### src/design/interval_point_greedy_matcher_core_macros.svh
// Assertion macros used by the matcher RTL.
// Depends on nothing; expects signals named clock and reset in the including module.
`ifndef INTERVAL_POINT_GREEDY_MATCHER_CORE_MACROS_SVH
`define INTERVAL_POINT_GREEDY_MATCHER_CORE_MACROS_SVH

// Implication checked every cycle outside reset.
`define IPGM_ASSERT_IMP(lbl, pre, post, msg) \
   lbl: assert property (@(posedge clock) disable iff (reset) (pre) |-> (post)) else $error(msg);

// Implication checked in the cycle after the antecedent, outside reset.
`define IPGM_ASSERT_NXT(lbl, pre, post, msg) \
   lbl: assert property (@(posedge clock) disable iff (reset) (pre) |=> (post)) else $error(msg);

`endif

### src/design/ipgm_ram.sv
// Generic single-write, single-read RAM with registered read data.
// Depends on nothing.
`default_nettype none
module ipgm_ram #(
   parameter int WIDTH = 8,
   parameter int DEPTH = 16
) (
   input  wire logic                     clock,
   input  wire logic                     wr_en,
   input  wire logic [$clog2(DEPTH)-1:0] wr_addr,
   input  wire logic [WIDTH-1:0]         wr_data,
   input  wire logic                     rd_en,
   input  wire logic [$clog2(DEPTH)-1:0] rd_addr,
   output      logic [WIDTH-1:0]         rd_data
);
   logic [WIDTH-1:0] mem_ff [DEPTH];
   logic [WIDTH-1:0] rd_data_ff;

   always_ff @(posedge clock) begin
      if (wr_en) begin
         mem_ff[wr_addr] <= wr_data;
      end
      if (rd_en) begin
         rd_data_ff <= mem_ff[rd_addr];
      end
   end

   assign rd_data = rd_data_ff;
endmodule
`default_nettype wire

### config.mk
export PLATFORM = sky130hd
export DESIGN_NAME = ipgm_ram
export DESIGN_NICKNAME = d
export VERILOG_FILES = /design/src/design/interval_point_greedy_matcher_core_macros.svh /design/src/design/ipgm_ram.sv
export SDC_FILE = /design/constraint.sdc
export NUM_CORES = 1
export LEC_CHECK = 0
export ABC_CLOCK_PERIOD_IN_PS = 2400
export BUFFER_PORTS_ARGS = -buffer_cell sky130_fd_sc_hd__buf_4
export CAP_MARGIN = 20
export CELL_PAD_IN_SITES_DETAIL_PLACEMENT = 1
export CELL_PAD_IN_SITES_GLOBAL_PLACEMENT = 2
export CORE_UTILIZATION = 45
export DETAILED_ROUTE_END_ITERATION = 7
export PLACE_DENSITY_LB_ADDON = 0.08
export SLEW_MARGIN = 20
export SYNTH_ARGS = -nofsm -noshare
export SYNTH_HDL_FRONTEND = slang
export SYNTH_SLANG_ARGS = --single-unit
export TNS_END_PERCENT = 1
### constraint.sdc
create_clock -name clock -period 2.4 [get_ports clock]
set_clock_uncertainty 0.1 [all_clocks]
set_input_delay 0.36 -clock clock [delete_from_list [all_inputs] [get_ports clock]]
set_output_delay 0.36 -clock clock [all_outputs]
set_load 0.1 [all_outputs]
==> results of run 1 <==
## final cells by class
cell class | count | area (sq um) | share of cell area
Clock buffer | 18 | 429 | 0.0690
Multi-Input combinational cell | 83 | 1060 | 0.170
Tap cell | 140 | 175 | 0.0281
Timing Repair Buffer | 47 | 365 | 0.0587
Sequential cell | 136 | 4080 | 0.656
Clock inverter | 13 | 113 | 0.0181
## sequential cells by signal, summed over array words and instances (netlist names)
register / flops
mem_ff: 128
rd_data: 8
## where the power goes
group	leakage [uW]	total (uW)	switching [uW]	internal (uW)
sequential	0.00124	2690	16.3	2680
clock	0.000269	2400	906	1490
combinational	0.000610	351	230	121
total	0.00212	5440	1150	4290
## cells in the mapped netlist (all sizes together)
cell type and number:
nor3 4, nor2b 1, buf 7, clkdlybuf4s25 3
nand3 1, nor2 13, nand3b 2, mux4 32
a22oi 16, and2b 1, or3b 1, nand2 9
nand2b 2, edfxtp 136, and2 1
## metal layers
metal  wire length (um)  up-vias  GRT usage
li1                   -     1093          -
met1               5230     1310      0.293
met2               5170       74      0.301
met3                461       17     0.0569
met4                290        0      0.104
met5                  0        -          0
## critical path, delay by kind of cell (launching register included)
family	cells	cell delay [ns]
compound gates	1	0.30
flops	1	0.36
mux	1	0.55
simple gates	1	0.08
## stage by stage
stage	worst slack, ns	area (sq um)	std cells	total power (uW)	util
floorplan	0.447	5230	229	2960	-
global placement	0.340	5680	406	3090	0.513
detailed placement	0.331	5680	406	3100	0.513
CTS	0.731	6220	437	5490	0.562
global route	0.698	6220	437	5590	0.562
finish	0.764	6220	437	5440	0.562
## cells in the final DEF (no fill, tap or decap), types with 2 or more instances in the layout
cell and n:
edfxtp_1 136, buf_4 46, mux4_2 18, clkbuf_16 17, a22oi_1 16, mux4_1 14, nor2_1 13, nand2_1 9
clkinv_2 6, nor3_1 4, clkinv_1 4, nand3b_1 2, nand2b_1 2, bufinv_16 2
## cells by family (layout without fill, tap and decap cells)
group | count (synthesis) | after routing
flops | 136 | 136
simple gates | 35 | 35
mux | 32 | 32
compound gates | 16 | 16
buf+inv | 10 | 78
## worst min path at each step
| stage | startpoint | endpoint | slack (ns) | depth (start not counted) |
|---|---|---|---|---|
| 6_report | rd_en | rd_data[4] | 0.14 | 1 |
| 5_1_grt | rd_en | rd_data[2] | 0.14 | 1 |
| 4_1_cts | rd_en | rd_data[5] | 0.12 | 1 |
| 3_5_place_dp | rd_en | rd_data[2] | 0.57 | 1 |
| 3_3_place_gp | rd_en | rd_data[4] | 0.57 | 1 |
| 2_1_floorplan | wr_data[0] | mem_ff[0][0] | 0.36 | 0 |
==> results.yml, run 1 <==
critical_path:
  critical_path.slowest_cell: "mux4_1"
  crit_required_ns: 2.46
  rr_startpoint: "mem_ff[9][1]"
  endpoint: "rd_data[1]"
  worstSetupEndpointType: "register"
  crit_path_max_incr_delay_ns: 0.55
  r2r_slack_ns: 0.76
  path_cells: "mux4_1, a22oi_1, nand2_1"
  worstPathMaxFanout: 1
  crit_arrival_ns: 1.70
  startpoint_type: "register"
  critPathKind: "reg -> reg"
  crit_start: "mem_ff[9][1]"
  regToRegEndpoint: "rd_data[1]"
  rr_worst_depth: 3
cts:
  cts_buffers: 17
  cts_tree: "built"
  post-cts-setup-buffers: 0
  cts_buffer_depth: 2
  clkTransAtPathRegs_ns: 0.06
  cts_sinks: 136
  postCtsHoldBufs: 0
  cts_resized: 0
  htree_levels: 4
  insertion_delay_ns: 0.41
  cts-root-buf: "clkbuf_16"
sta:
  max_freq_ghz: 0.611
  fin_setup_tns_ns: 0
  hold_viol: 0
  slew_headroom: 0.584
  hold-worst-slack_ns: 0.138
  rsz0062_at_grt: "no"
  period_share: 0.682
  maxSlewViolCount: 0
  finalSetupViolations: 0
  finalCriticalPeriod_ns: 1.64
  tightest_slew_ns: 0.621
final_layout:
  drive_gt1_frac: 0.310
  num-nets-final: 304
  num-fill-cells: 939
  diodes: 0
  area_delta_synth_final_pct: 19.1
synth:
  synth_top_family_by_area: "multiplexers"
  synthCells: 229
  yosysTopAreaCellShare: 0.781
  yosysTopAreaCell: "edfxtp_1"
  synth-simple-area-share: 0.0314
  synthAdderAreaFrac: 0
  synth_seq_area_share: 0.781
  avgSynthCellArea_sq_um: 22.8
  synth_xor_area_frac: 0
  synth-compound-area-share: 0.0230
  synth-seq-cells: 136
  synth_nets: 248
  ys_types: 18
  synth_area_leaders: "edfxtp_1 78%, mux4_2 7.8%, mux4_1 7.0%, a22oi_1 2.3%, nor2_1 0.93%"
  ys_warn_count: 0
  synthesis.area_sq_um: 5230
  synth_mux_area_frac: 0.148
route:
  wl_mm: 11.1
  first_iter_violations: 134
  drt_first_pass_iters: 4
  detail-route-antenna-nets: 0
  drcViolationCount: 0
  avgViaCountPerCell: 5.71
  vias: 2494
  routedWlPerCell_um: 25.5
grt:
  grt_pass1_vias: 2579
  track_usage: 0.209
  antenna_found_initial: 0
  grt.overflow.total: 0
  grt_max_degree: 26
  grt_pass1_wl_mm: 16.2
placed_design:
  gp_congestion: 0.698
  io_buffers: 26
  dp_hpwl_mm: 7.06
die:
  core_sq_um: 11100
  dieArea_sq_um: 12100
  ios: 27
  start_util: 0.472
  rows: 38
  fp.dieW_um: 110
  die_y_um: 110
pwr:
  power_density_nw_per_um2: 874
  peakVddDrop_uv: 454
  leakage_uw: 0.00212
run_status:
  status: "finished clean"
flow_run:
  drv_cap: 0
worst_hold_path:
  holdCritPathClass: "in -> reg"
(Power assumes the default switching activity.)
==> run 2, diff against run 1 <==
--- a/config.mk
+++ b/config.mk
@@ -5,7 +5,7 @@
 export SDC_FILE = /design/constraint.sdc
 export NUM_CORES = 1
 export LEC_CHECK = 0
-export ABC_CLOCK_PERIOD_IN_PS = 2400
+export ABC_CLOCK_PERIOD_IN_PS = 1550
 export BUFFER_PORTS_ARGS = -buffer_cell sky130_fd_sc_hd__buf_4
 export CAP_MARGIN = 20
 export CELL_PAD_IN_SITES_DETAIL_PLACEMENT = 1
==> constraint.sdc (replaced) <==
create_clock -name clock -period 1.55 [get_ports clock]
set_clock_uncertainty 0.1 [all_clocks]
set_input_delay 0.2325 -clock clock [delete_from_list [all_inputs] [get_ports clock]]
set_output_delay 0.2325 -clock clock [all_outputs]
set_load 0.1 [all_outputs]
==> results.yml, run 2 (synthesized netlist as in run 1, its figures left out) <==
run_status:
  status: "complete, but fails checks"
  violations: "negative setup slack"
pwr:
  power_uw: 9730
  power_density_nw_per_um2: 1490
  peakVddDrop_uv: 849
  leakage_uw: 0.00223
final_layout:
  final_area_sq_um: 6540
  top_register: "mem_ff"
  diodes: 0
  final_common_cell: "edfxtp_1"
  area_delta_synth_final_pct: 25.1
  num-nets-final: 315
  drive_gt1_frac: 0.388
  largest_reg_flops: 128
  final_cell_mix: "136 x edfxtp_1, 52 x buf_4, 27 x mux4_2, 17 x clkbuf_16"
placed_design:
  dp_hpwl_mm: 6.87
  io_buffers: 26
  gp_congestion: 0.686
  pre_cts_slack_ns: -0.333
  placed_area_sq_um: 5810
die:
  ios: 27
  core_sq_um: 11100
  rows: 38
  die_y_um: 110
  start_util: 0.472
  fp.dieW_um: 110
  dieArea_sq_um: 12100
cts:
  cts_buffer_depth: 2
  cts_sinks: 136
  insertion_delay_ns: 0.42
  clkTransAtPathRegs_ns: 0.06
  htree_levels: 4
  cts-root-buf: "clkbuf_16"
  cts_tree: "built"
  cts_buffers: 17
sta:
  slew_headroom: 0.405
  max_freq_ghz: 0.626
  rsz0062_at_grt: "yes"
  finalCriticalPeriod_ns: 1.60
  hold_viol: 0
  maxSlewViolCount: 0
  period_share: 1.03
  finalSetupViolations: 1
  tightest_slew_ns: 0.890
  setup_slack_ns: -0.0471
critical_path:
  startpoint_type: "register"
  crit_arrival_ns: 1.67
  critical_path.slowest_cell: "mux4_2"
  worstSetupEndpointType: "register"
  cp.depth: 4
  crit_required_ns: 1.62
  cpLargestDelayFamily: "multiplexers"
  path_cells: "mux4_2, a22oi_2, buf_4, nand2_1"
  worstPathMaxFanout: 1
  crit_buf_inv: 1
  rr_worst_depth: 4
  critPathKind: "reg -> reg"
  r2r_slack_ns: -0.05
  crit_path_max_incr_delay_ns: 0.52
route:
  drcViolationCount: 0
  vias: 2504
  detail-route-antenna-nets: 0
  avgViaCountPerCell: 5.58
  drt_first_pass_iters: 4
  wl_mm: 10.9
  routedWlPerCell_um: 24.4
  first_iter_violations: 140
grt:
  grt_max_degree: 17
  antenna_found_initial: 0
  grt_pass1_wl_mm: 16.3
  grt.overflow.total: 0
  grt_pass1_vias: 2696
  track_usage: 0.206
flow_run:
  drv_cap: 0
worst_hold_path:
  hold_path_depth: 1
  holdCritPathClass: "in -> reg"
run 2: routing by layer:
layer / wire length, um / GRT usage / part of all wire / vias to the layer above
met5: 0 / 0 / 0 / -
met2: 5370 / 0.322 / 0.49 / 60
li1: - / - / - / 1101
met1: 5020 / 0.269 / 0.46 / 1328
met3: 366 / 0.0569 / 0.033 / 15
met4: 188 / 0.0962 / 0.017 / 0
run 2: worst register-to-register path, cell delays in order (launching register included):
cell and delay (ns):
edfxtp_1 0.36, mux4_2 0.52, a22oi_2 0.18, buf_4 0.15, nand2_1 0.05
run 2: final cells by class:
class	instances	area, sq um
Fill cell	945	4540
Sequential cell	136	4080
Multi-Input combinational cell	83	1040
Timing Repair Buffer	58	510
Clock buffer	17	425
Clock inverter	15	303
Tap cell	140	175
run 2: stage by stage:
| step | hold slack, ns | std cells | util | setup TNS [ns] |
|---|---|---|---|---|
| 2_1_floorplan | 0.231 | 229 | - | -1.63 |
| 3_3_place_gp | 0.437 | 417 | 0.524 | -3.59 |
| 3_5_place_dp | 0.450 | 417 | 0.524 | -4.02 |
| 4_1_cts | 0.0128 | 449 | 0.590 | -0.0907 |
| 5_1_grt | 0.0247 | 449 | 0.590 | -0.156 |
| 6_report | 0.0225 | 449 | 0.590 | -0.0471 |
run 2: repair_timing:
action                                  in CTS  in global routing
endpoints found under the setup margin       4                  7
hold buffers                                 0                  0
pin swaps                                    1                  0
buffers inserted                             0                  0
resized for setup                            4                  1
run 2: path summary, 6_finish.rpt:
kind | from | to
hold reg to reg | mem_ff[14][4] | rd_data[4]
hold / removal | wr_data[3] | mem_ff[2][3]
setup reg to reg | mem_ff[11][5] | rd_data[5]
setup / recovery | mem_ff[11][5] | rd_data[5]
run 2: report_power, final:
| group | switching, uW | leakage, uW | total (uW) | internal (uW) |
|---|---|---|---|---|
| Combinational | 363 | 0.000650 | 589 | 226 |
| Clock | 1490 | 0.000348 | 4970 | 3480 |
| Sequential | 22.6 | 0.00124 | 4170 | 4140 |
| Total | 1880 | 0.00223 | 9730 | 7850 |
