==> src/design/interval_point_greedy_matcher_core_macros.svh <==
// Assertion macros used by the matcher RTL.
// Depends on nothing; expects signals named clock and reset in the including module.
`ifndef INTERVAL_POINT_GREEDY_MATCHER_CORE_MACROS_SVH
`define INTERVAL_POINT_GREEDY_MATCHER_CORE_MACROS_SVH

// Implication checked every cycle outside reset.
`define IPGM_ASSERT_IMP(lbl, pre, post, msg) \
   lbl: assert property (@(posedge clock) disable iff (reset) (pre) |-> (post)) else $error(msg);

// Implication checked in the cycle after the antecedent, outside reset.
`define IPGM_ASSERT_NXT(lbl, pre, post, msg) \
   lbl: assert property (@(posedge clock) disable iff (reset) (pre) |=> (post)) else $error(msg);

`endif

==> src/design/ipgm_pkg.sv <==
// Shared constants, codes and memory control structs for the matcher.
// Depends on nothing.
`default_nettype none
package ipgm_pkg;
   localparam int MAX_REQUESTS  = 4096;
   localparam int MAX_SLOTS     = 4096;
   localparam int LEVEL_BITS    = 10;
   localparam int FIELD_BITS    = 10;
   localparam int COUNT_BITS    = 13;
   localparam int LEVELS        = 1 << LEVEL_BITS;
   localparam int REQ_IDX_BITS  = (MAX_REQUESTS > 1) ? $clog2(MAX_REQUESTS) : 1;
   localparam int REQ_CNT_BITS  = $clog2(MAX_REQUESTS + 1);
   localparam int SLOT_CNT_BITS = $clog2(MAX_SLOTS + 1);
   localparam int SUM_BITS      = FIELD_BITS + SLOT_CNT_BITS;
   localparam int ENTRY_BITS    = 2 * LEVEL_BITS;

   typedef enum logic [1:0] {
      FUNC_LOAD_REQ  = 2'd0,
      FUNC_LOAD_SLOT = 2'd1,
      FUNC_START     = 2'd2
   } func_type;

   typedef enum logic [3:0] {
      ST_CLEAR,
      ST_IDLE,
      ST_SLOT_ADD,
      ST_COPY_RD,
      ST_COPY_WR,
      ST_M_RD,
      ST_M_CHK,
      ST_S_RD,
      ST_S_CHK,
      ST_DONE
   } state_type;

   typedef struct packed {
      logic                    wr_en;
      logic [REQ_IDX_BITS-1:0] wr_addr;
      logic [ENTRY_BITS-1:0]   wr_data;
      logic                    rd_en;
      logic [REQ_IDX_BITS-1:0] rd_addr;
   } req_mem_ctl_type;

   typedef struct packed {
      logic                  wr_en;
      logic [LEVEL_BITS-1:0] wr_addr;
      logic [SUM_BITS-1:0]   wr_data;
      logic                  rd_en;
      logic [LEVEL_BITS-1:0] rd_addr;
   } lvl_mem_ctl_type;
endpackage
`default_nettype wire

==> src/design/ipgm_ctrl.sv <==
// Sequencer and shared compare/decrement datapath of the matcher.
// Depends on ipgm_pkg and the assertion macro header.
`default_nettype none
`include "interval_point_greedy_matcher_core_macros.svh"
module ipgm_ctrl (
   input  wire logic                             clock,
   input  wire logic                             reset,
   input  wire logic                             req_tvalid,
   output      logic                             req_tready,
   input  wire logic [1:0]                       req_func,
   input  wire logic [ipgm_pkg::FIELD_BITS-1:0]  req_window_low,
   input  wire logic [ipgm_pkg::FIELD_BITS-1:0]  req_window_high,
   input  wire logic [ipgm_pkg::FIELD_BITS-1:0]  req_slot_level,
   input  wire logic [ipgm_pkg::FIELD_BITS-1:0]  req_slot_supply,
   output      logic                             rsp_tvalid,
   input  wire logic                             rsp_tready,
   output      logic [ipgm_pkg::COUNT_BITS-1:0]  rsp_served_count,
   output      logic                             rsp_overflow,
   output      ipgm_pkg::req_mem_ctl_type        rq_ctl,
   input  wire logic [ipgm_pkg::ENTRY_BITS-1:0]  rq_rd,
   output      ipgm_pkg::lvl_mem_ctl_type        tot_ctl,
   input  wire logic [ipgm_pkg::SUM_BITS-1:0]    tot_rd,
   output      ipgm_pkg::lvl_mem_ctl_type        scr_ctl,
   input  wire logic [ipgm_pkg::SUM_BITS-1:0]    scr_rd
);
   import ipgm_pkg::*;

   localparam logic [LEVEL_BITS-1:0] LVL_LAST = LEVEL_BITS'(LEVELS - 1);

   state_type                state_ff, state_in;
   logic [REQ_CNT_BITS-1:0]  req_total_ff, req_total_in;
   logic [SLOT_CNT_BITS-1:0] slot_total_ff, slot_total_in;
   logic                     dropped_ff, dropped_in;
   logic [LEVEL_BITS-1:0]    lvl_ff, lvl_in;
   logic [LEVEL_BITS-1:0]    h_ff, h_in;
   logic [REQ_IDX_BITS-1:0]  r_ff, r_in;
   logic [COUNT_BITS-1:0]    served_ff, served_in;
   logic                     rsp_valid_ff, rsp_valid_in;
   logic [COUNT_BITS-1:0]    rsp_count_ff, rsp_count_in;
   logic                     rsp_ovf_ff, rsp_ovf_in;
   logic [FIELD_BITS-1:0]    sup_ff, sup_in;
   logic                     adv;
   logic                     last_req;
   logic [LEVEL_BITS-1:0]    ent_lo, ent_hi;

   assign ent_lo   = rq_rd[LEVEL_BITS-1:0];
   assign ent_hi   = rq_rd[ENTRY_BITS-1:LEVEL_BITS];
   assign last_req = (REQ_CNT_BITS'(r_ff) + REQ_CNT_BITS'(1)) == req_total_ff;

   always_ff @(posedge clock) begin
      if (reset) begin
         state_ff      <= ST_CLEAR;
         req_total_ff  <= '0;
         slot_total_ff <= '0;
         dropped_ff    <= 1'b0;
         lvl_ff        <= '0;
         h_ff          <= '0;
         r_ff          <= '0;
         served_ff     <= '0;
         rsp_valid_ff  <= 1'b0;
      end else begin
         state_ff      <= state_in;
         req_total_ff  <= req_total_in;
         slot_total_ff <= slot_total_in;
         dropped_ff    <= dropped_in;
         lvl_ff        <= lvl_in;
         h_ff          <= h_in;
         r_ff          <= r_in;
         served_ff     <= served_in;
         rsp_valid_ff  <= rsp_valid_in;
      end
   end

   always_ff @(posedge clock) begin
      rsp_count_ff <= rsp_count_in;
      rsp_ovf_ff   <= rsp_ovf_in;
      sup_ff       <= sup_in;
   end

   always_comb begin
      state_in      = state_ff;
      req_total_in  = req_total_ff;
      slot_total_in = slot_total_ff;
      dropped_in    = dropped_ff;
      lvl_in        = lvl_ff;
      h_in          = h_ff;
      r_in          = r_ff;
      served_in     = served_ff;
      rsp_valid_in  = rsp_valid_ff & ~rsp_tready;
      rsp_count_in  = rsp_count_ff;
      rsp_ovf_in    = rsp_ovf_ff;
      sup_in        = sup_ff;
      req_tready    = 1'b0;
      adv           = 1'b0;
      rq_ctl        = '0;
      tot_ctl       = '0;
      scr_ctl       = '0;
      unique case (state_ff)
         ST_CLEAR: begin
            tot_ctl.wr_en   = 1'b1;
            tot_ctl.wr_addr = lvl_ff;
            if (lvl_ff == LVL_LAST) begin
               lvl_in   = '0;
               state_in = ST_IDLE;
            end else begin
               lvl_in = lvl_ff + 1'b1;
            end
         end
         ST_IDLE: begin
            req_tready = 1'b1;
            if (req_tvalid) begin
               unique case (req_func)
                  FUNC_LOAD_REQ: begin
                     if (req_total_ff < REQ_CNT_BITS'(MAX_REQUESTS)) begin
                        rq_ctl.wr_en   = 1'b1;
                        rq_ctl.wr_addr = req_total_ff[REQ_IDX_BITS-1:0];
                        rq_ctl.wr_data = {req_window_high[LEVEL_BITS-1:0],
                                          req_window_low[LEVEL_BITS-1:0]};
                        req_total_in   = req_total_ff + 1'b1;
                     end else begin
                        dropped_in = 1'b1;
                     end
                  end
                  FUNC_LOAD_SLOT: begin
                     if (slot_total_ff < SLOT_CNT_BITS'(MAX_SLOTS)) begin
                        tot_ctl.rd_en   = 1'b1;
                        tot_ctl.rd_addr = req_slot_level[LEVEL_BITS-1:0];
                        lvl_in          = req_slot_level[LEVEL_BITS-1:0];
                        sup_in          = req_slot_supply;
                        slot_total_in   = slot_total_ff + 1'b1;
                        state_in        = ST_SLOT_ADD;
                     end else begin
                        dropped_in = 1'b1;
                     end
                  end
                  FUNC_START: begin
                     lvl_in   = '0;
                     state_in = ST_COPY_RD;
                  end
                  default: ;
               endcase
            end
         end
         ST_SLOT_ADD: begin
            tot_ctl.wr_en   = 1'b1;
            tot_ctl.wr_addr = lvl_ff;
            tot_ctl.wr_data = tot_rd + SUM_BITS'(sup_ff);
            lvl_in          = '0;
            state_in        = ST_IDLE;
         end
         ST_COPY_RD: begin
            tot_ctl.rd_en   = 1'b1;
            tot_ctl.rd_addr = lvl_ff;
            state_in        = ST_COPY_WR;
         end
         ST_COPY_WR: begin
            scr_ctl.wr_en   = 1'b1;
            scr_ctl.wr_addr = lvl_ff;
            scr_ctl.wr_data = tot_rd;
            if (lvl_ff == LVL_LAST) begin
               lvl_in    = '0;
               h_in      = '0;
               r_in      = '0;
               served_in = '0;
               state_in  = (req_total_ff == '0) ? ST_DONE : ST_M_RD;
            end else begin
               lvl_in   = lvl_ff + 1'b1;
               state_in = ST_COPY_RD;
            end
         end
         ST_M_RD: begin
            rq_ctl.rd_en   = 1'b1;
            rq_ctl.rd_addr = r_ff;
            state_in       = ST_M_CHK;
         end
         ST_M_CHK: begin
            if ((ent_hi == h_ff) && (ent_lo <= ent_hi)) begin
               lvl_in   = ent_lo;
               state_in = ST_S_RD;
            end else begin
               adv = 1'b1;
            end
         end
         ST_S_RD: begin
            scr_ctl.rd_en   = 1'b1;
            scr_ctl.rd_addr = lvl_ff;
            state_in        = ST_S_CHK;
         end
         ST_S_CHK: begin
            if (scr_rd != '0) begin
               scr_ctl.wr_en   = 1'b1;
               scr_ctl.wr_addr = lvl_ff;
               scr_ctl.wr_data = scr_rd - 1'b1;
               served_in       = served_ff + 1'b1;
               adv             = 1'b1;
            end else if (lvl_ff == h_ff) begin
               adv = 1'b1;
            end else begin
               lvl_in   = lvl_ff + 1'b1;
               state_in = ST_S_RD;
            end
         end
         ST_DONE: begin
            if (!rsp_valid_ff) begin
               rsp_valid_in = 1'b1;
               rsp_count_in = served_ff;
               rsp_ovf_in   = dropped_ff;
               state_in     = ST_IDLE;
            end
         end
         default: state_in = ST_CLEAR;
      endcase
      if (adv) begin
         if (last_req) begin
            r_in = '0;
            if (h_ff == LVL_LAST) begin
               state_in = ST_DONE;
            end else begin
               h_in     = h_ff + 1'b1;
               state_in = ST_M_RD;
            end
         end else begin
            r_in     = r_ff + 1'b1;
            state_in = ST_M_RD;
         end
      end
   end

   assign rsp_tvalid       = rsp_valid_ff;
   assign rsp_served_count = rsp_count_ff;
   assign rsp_overflow     = rsp_ovf_ff;

   `IPGM_ASSERT_IMP(a_no_accept_in_clear, state_ff == ST_CLEAR, !req_tready, "accept during clear")
   `IPGM_ASSERT_IMP(a_served_bounded, rsp_valid_ff, REQ_CNT_BITS'(rsp_count_ff) <= req_total_ff, "served above total")
   `IPGM_ASSERT_NXT(a_serve_counts, (state_ff == ST_S_CHK) && (scr_rd != '0), served_ff == $past(served_ff) + 1'b1, "serve not counted")
endmodule
`default_nettype wire

==> config.mk <==
export PLATFORM = sky130hd
export DESIGN_NAME = ipgm_ctrl
export DESIGN_NICKNAME = d
export VERILOG_FILES = /design/src/design/ipgm_pkg.sv /design/src/design/ipgm_ctrl.sv
export VERILOG_INCLUDE_DIRS = /design/src /design/src/design
export SDC_FILE = /design/constraint.sdc
export NUM_CORES = 1
export LEC_CHECK = 0
export ABC_AREA = 1
export BUFFER_PORTS_ARGS = -buffer_cell sky130_fd_sc_hd__buf_2
export CORE_ASPECT_RATIO = 1.4
export CORE_MARGIN = 5
export CORE_UTILIZATION = 30
export DETAILED_ROUTE_END_ITERATION = 8
export GPL_TIMING_DRIVEN = 1
export SYNTH_ARGS = -nofsm -noshare
export SYNTH_HDL_FRONTEND = slang
export SYNTH_SLANG_ARGS = --single-unit
==> constraint.sdc <==
create_clock -name clock -period 3.6 [get_ports clock]
set_input_delay 0.72 -clock clock [delete_from_list [all_inputs] [get_ports clock]]
set_output_delay 0.72 -clock clock [all_outputs]
set_load 0.01 [all_outputs]
==> metrics, run 1 <==
Cell Area, Synth=8060 sq um; fill cell count=2851; Clock Path Buffers=2; hold wc startpoint=dropped_ff$_SDFFE_PP0P_; Hold EP=rsp_overflow$_DFFE_PP_; YS warnings=0; Final TNS setup=0 ps; ys flop type=dfxtp_1; Final nets=1709; Die ar.=30300 sq um; Hold Crit Depth=0; GRT Resource Usage Total=18.7%; Syn Area/Cell=6.16 sq um; Hold Crit Class=register to register; CTS clock-pin slew for the worst setup and hold paths=80 ps; CTS Buf Count=9; first drt pass iteration count=6; first-pass GRT wire length=45500 microns; share of the synthesized area in the top cell type=19.1%; Synth async-reset ratio=0%; startpoint types=input port; Reg area=2260 sq um; final instance area=10100 sq um; vias in the first global route=9026; Slew headroom=52.4%; cell taking the most area after synthesis=dfxtp_1; WP data required=2880 ps; clock root buffer=clkbuf_16; VDD IR max=0.201 mV; Least-Margin Pin Slew=714 ps; CP Class=input port to output pin; initial antenna violation count=3; Max Fclk=0.290 GHz; DR iter-0 viols=589; DR vias=9390; largest net degree at the start of global routing=38; GPL Wtd Cong=0.940; Critical R2R Launch=state_ff[3]$_SDFFE_PP0P_; FF-to-FF End=lvl_ff[0]$_SDFFE_PP0P_; sequential fraction of the synthesis area=28.1%; hpwl dp=23500 microns; Leakage=4.88 nW; CTS tree=done; WL/cell=15.2 microns; final setup vio count=0; FF-to-FF setup slack=970 ps; Overflow after GRT=0; Synth area leaders=dfxtp_1 (19%), nand2_1 (14%), nor2_1 (10%); Reg2Reg Depth=11; unique cell type count in the Yosys netlist=48; Die Ht=204 microns; clk_skew=16.0 ps; die width=148 microns; Vias/cell=4.93; grt met1 use=21.0%; grt peak-use layer=met2; total core area=26700 sq um; met2 Use GR=33.7%; placed inst area=9740 sq um; share of post-route cells with drive strength above 1=21.2%; Post-Syn Nets=1450; crit path time final=3450 ps; EDFF count, synth=24; # H-tree levels=3; DRT Wirelength=29000 microns; IO buf count=263; met3 Resource Use GR=2.99%; Rows=71; Multi-input gate area=4940 sq um; part of the cycle the worst path needs=95.9%; final hold viol count=0; clk sinks=101; Critical Path AT=2730 ps; RSZ-0062 raised after global routing=no; CP Capture Type=output pin; initial core utilization=30.2%; cell with the most instances after synthesis=nand2_1; register bit total from synthesis=101; fin. max-slew vios=0; commonest cells in the netlist=nand2_1 (305), nor2_1 (221), inv_1 (184); worst skew pair latency=370 ps; status=finished, final reports clean; area growth from synthesis to layout=25.6%; worst-path maximum fanout=7; cells after synthesis=1308; drt drc=0; Final Core Density=37.9%; ANT nets after route=0; I/O Pins=264; max_cap viols=0; Pwr per Cell Area=454 nW/um^2
sequential cells by signal (all words and copies together), names as in the netlist:
register	count
dropped_ff	1
h_ff	10
lvl_ff	10
r_ff	12
req_total_ff	13
rsp_overflow	1
rsp_served_count	13
rsp_tvalid	1
served_ff	13
slot_total_ff	13
state_ff	4
sup_ff	10
placed cells by master, fill, tap and decap left out, types with 29 or more instances in the layout:
cell / synthesis / routed
nand2_1: 305 / 305
buf_2: 6 / 263
nor2_1: 221 / 221
inv_1: 184 / 184
o21ai_0: 88 / 87
nand3_1: 78 / 78
dfxtp_1: 77 / 77
a21oi_1: 77 / 76
nor3_1: 39 / 37
ha_1: 29 / 29
critical path, stage by stage:
cell and delay (ps):
buf_2 120, ha_1 220, fa_1 410, nand3_1 90, nand2_1 80, nand2_1 70, nand2_1 60, a21oi_2 240
o21ai_1 120, nand2_1 90, inv_1 120, nand3_1 90, nand2_1 50, a21oi_1 120, buf_2 140
cell families after synthesis:
| group | share of synthesized area, % |
|---|---|
| simple gates | 38.9 |
| buf+inv | 10.7 |
| compound gates | 13.9 |
| flops | 28.1 |
| xor+xnor | 3.70 |
| fa+ha+maj | 4.75 |
layer usage:
metal,wire length [microns],share of wire [%],vias up
met4,1140,3.9,0
met5,0,0,-
met2,14700,51,324
li1,-,-,4766
met1,11300,39,4230
met3,1780,6.1,70
where the power goes:
part	total (W)	internal, W	switching (W)
registers	0.00139	0.00127	0.000117
logic	0.00205	0.000689	0.00136
clock network	0.00116	0.000629	0.000532
final cells by class:
class / instances / share of cell area (%)
Multi-Input combinational cell: 986 / 48.9
Sequential cell: 101 / 22.4
Timing Repair Buffer: 279 / 14.2
Inverter: 190 / 7.05
Tap cell: 328 / 4.06
Clock buffer: 9 / 2.23
Clock inverter: 7 / 1.14
Antenna cell: 3 / 0.0742
worst max path at each step:
| stage | from | endpoint | slack (ps) |
|---|---|---|---|
| after floorplan | tot_rd[0] | tot_ctl[29] | 490 |
| after global placement | tot_rd[0] | tot_ctl[29] | 110 |
| after detailed placement | tot_rd[0] | tot_ctl[29] | 70 |
| after CTS | tot_rd[0] | tot_ctl[29] | 60 |
| after global routing | tot_rd[0] | tot_ctl[29] | 20 |
| final | tot_rd[0] | tot_ctl[29] | 150 |
what timing repair did:
item | CTS | global route
setup buffers | 0 | 1
gates resized for setup | 0 | 4
endpoints found under the setup margin | 0 | 14
hold buffers | 0 | 0
metrics by stage:
step	setup slack (ps)	hold WS, ps	total power [W]	std cells
after floorplan	492	408	0.00274	1308
after global placement	106	418	0.00344	1883
after detailed placement	71.3	421	0.00345	1883
after CTS	63.3	441	0.00462	1899
after global routing	18.5	453	0.00490	1902
final	147	438	0.00460	1903
Note: power is estimated with default switching activity, not from simulation.
==> run 2, diff against run 1 <==
- RECOVER_POWER: unset -> 25
==> run 2 against run 1 <==
  * Sequential power barely moved
  * Via count rose by 0.30%
  * Largest cell class unchanged
  * Largest power group unchanged
  * Global-route usage did not move
  * Critical endpoint unchanged
  * Worst setup slack improved by 14 ps
  * Combinational power barely moved
  * Total power fell by 0.31%
  * Clock power barely moved
  * Critical path depth did not move
==> metrics, run 2 (synthesis results as in run 1) <==
CTS Hold Bufs=0; WL/cell=15.2 microns; CP Capture Type=output pin; max_cap viols=0; Vias/cell=4.95; most common cell after layout, fill and taps aside=nand2_1; Final nets=1709; area growth from synthesis to layout=25.1%; GPL Wtd Cong=0.940; Max Fclk=0.291 GHz; Leakage=4.81 nW; die width=148 microns; CTS clock-pin slew for the worst setup and hold paths=80 ps; VDD IR max=0.201 mV; startpoint types=input port; final setup vio count=0; worst skew pair latency=370 ps; Overflow after GRT=0; Least-Margin Pin Slew=831 ps; CP Class=input port to output pin; Clock Path Buffers=2; clk sinks=101; crit path time final=3440 ps; worst-path maximum fanout=7; CTS tree=done; status=finished, final reports clean; Non-Filler Instances=1904; GRT Resource Usage Total=18.7%; first-pass GRT wire length=45500 microns; Pwr per Cell Area=455 nW/um^2; CTS Buf Count=9; Total Power=0.00458 W; clock root buffer=clkbuf_16; DRT Wirelength=29000 microns; RSZ-0062 raised after global routing=no; Hold Worst Slack=437 ps; clk_skew=17.1 ps; # H-tree levels=3; Met2 Wirelength=14700 microns; total core area=26700 sq um; Rows=71; final hold viol count=0; I/O Pins=264; DR vias=9418; Die ar.=30300 sq um; Slew headroom=44.6%; largest net degree at the start of global routing=38; part of the cycle the worst path needs=95.5%; Hold Crit Class=register to register; share of post-route cells with drive strength above 1=19.7%; fin. max-slew vios=0; WP data required=2880 ps; Final TNS setup=0 ps; M1 WL=11300 microns; drt drc=0; Critical Path AT=2720 ps; commonest non-fill, non-tap cells in the layout=nand2_1 (306), buf_2 (245), nor2_1 (223); first drt pass iteration count=5; Met3 Wirelength=1770 microns; DR iter-0 viols=558; vias in the first global route=9026; highest metal used=met4; ANT nets after route=0; initial antenna violation count=3; hpwl dp=23500 microns; Die Ht=204 microns; IO buf count=263; placed cells=1883; initial core utilization=30.2%
==> run 2: changes by cell type in the layout (fill, tap and decap cells not counted), sizes merged <==
cell    previous run  this run
clkbuf             9        30
buf              279       258
diode              3         4
==> run 2: path summary, 6_finish.rpt <==
check,from,end,slack (ps),depth (start not counted)
worst max register to register,state_ff[3]$_SDFFE_PP0P_,lvl_ff[0]$_SDFFE_PP0P_,930,11
worst min register to register,dropped_ff$_SDFFE_PP0P_,rsp_overflow$_DFFE_PP_,440,0
worst min-delay path,dropped_ff$_SDFFE_PP0P_,rsp_overflow$_DFFE_PP_,440,0
worst max-delay path,tot_rd[0],tot_ctl[29],160,15
==> run 2: routing by layer <==
| metal | up-vias | global-route usage [%] |
|---|---|---|
| met2 | 317 | 33.7 |
| met3 | 74 | 2.99 |
| met1 | 4264 | 21.0 |
| li1 | 4763 | - |
| met4 | 0 | 9.54 |
| met5 | - | 0 |
==> run 2: where the power goes <==
part	internal (W)	switching (W)	total (W)
Combinational	0.000681	0.00136	0.00204
Sequential	0.00127	0.000118	0.00139
Clock	0.000629	0.000527	0.00116
Total	0.00258	0.00200	0.00458
==> run 2: worst max-delay path: stages <==
cell and delay, ps:
buf_2 120, ha_1 220, fa_1 410, nand3_1 90
nand2_1 80, nand2_1 70, nand2_1 60, a21oi_2 230
o21ai_1 120, nand2_1 90, inv_1 120, nand3_1 90
nand2_1 50, a21oi_1 120, buf_2 140
==> run 2: metrics by stage <==
| stage | util, % | instance area (sq um) | setup WS, ps |
|---|---|---|---|
| CTS | 37.8 | 10100 | 63.3 |
| global placement | 36.6 | 9740 | 106 |
| finish | 37.8 | 10100 | 161 |
| floorplan | - | 8060 | 492 |
| global route | 37.8 | 10100 | 18.5 |
| detailed placement | 36.6 | 9740 | 71.3 |
==> run 2: area by class of cell <==
cell class                      instances  area, sq um
Tap cell                              328          410
Timing Repair Buffer                  279         1400
Inverter                              190          713
Multi-Input combinational cell        986         4940
Clock buffer                            9          225
Antenna cell                            4         10.0
Fill cell                            2860        16600
Clock inverter                          7          115
Sequential cell                       101         2260
==> run 2: timing repair <==
action,4_1_cts,5_1_grt
gates resized for setup,0,4
endpoints found under the hold margin,0,0
setup buffers,0,1
endpoints found under the setup margin,0,14
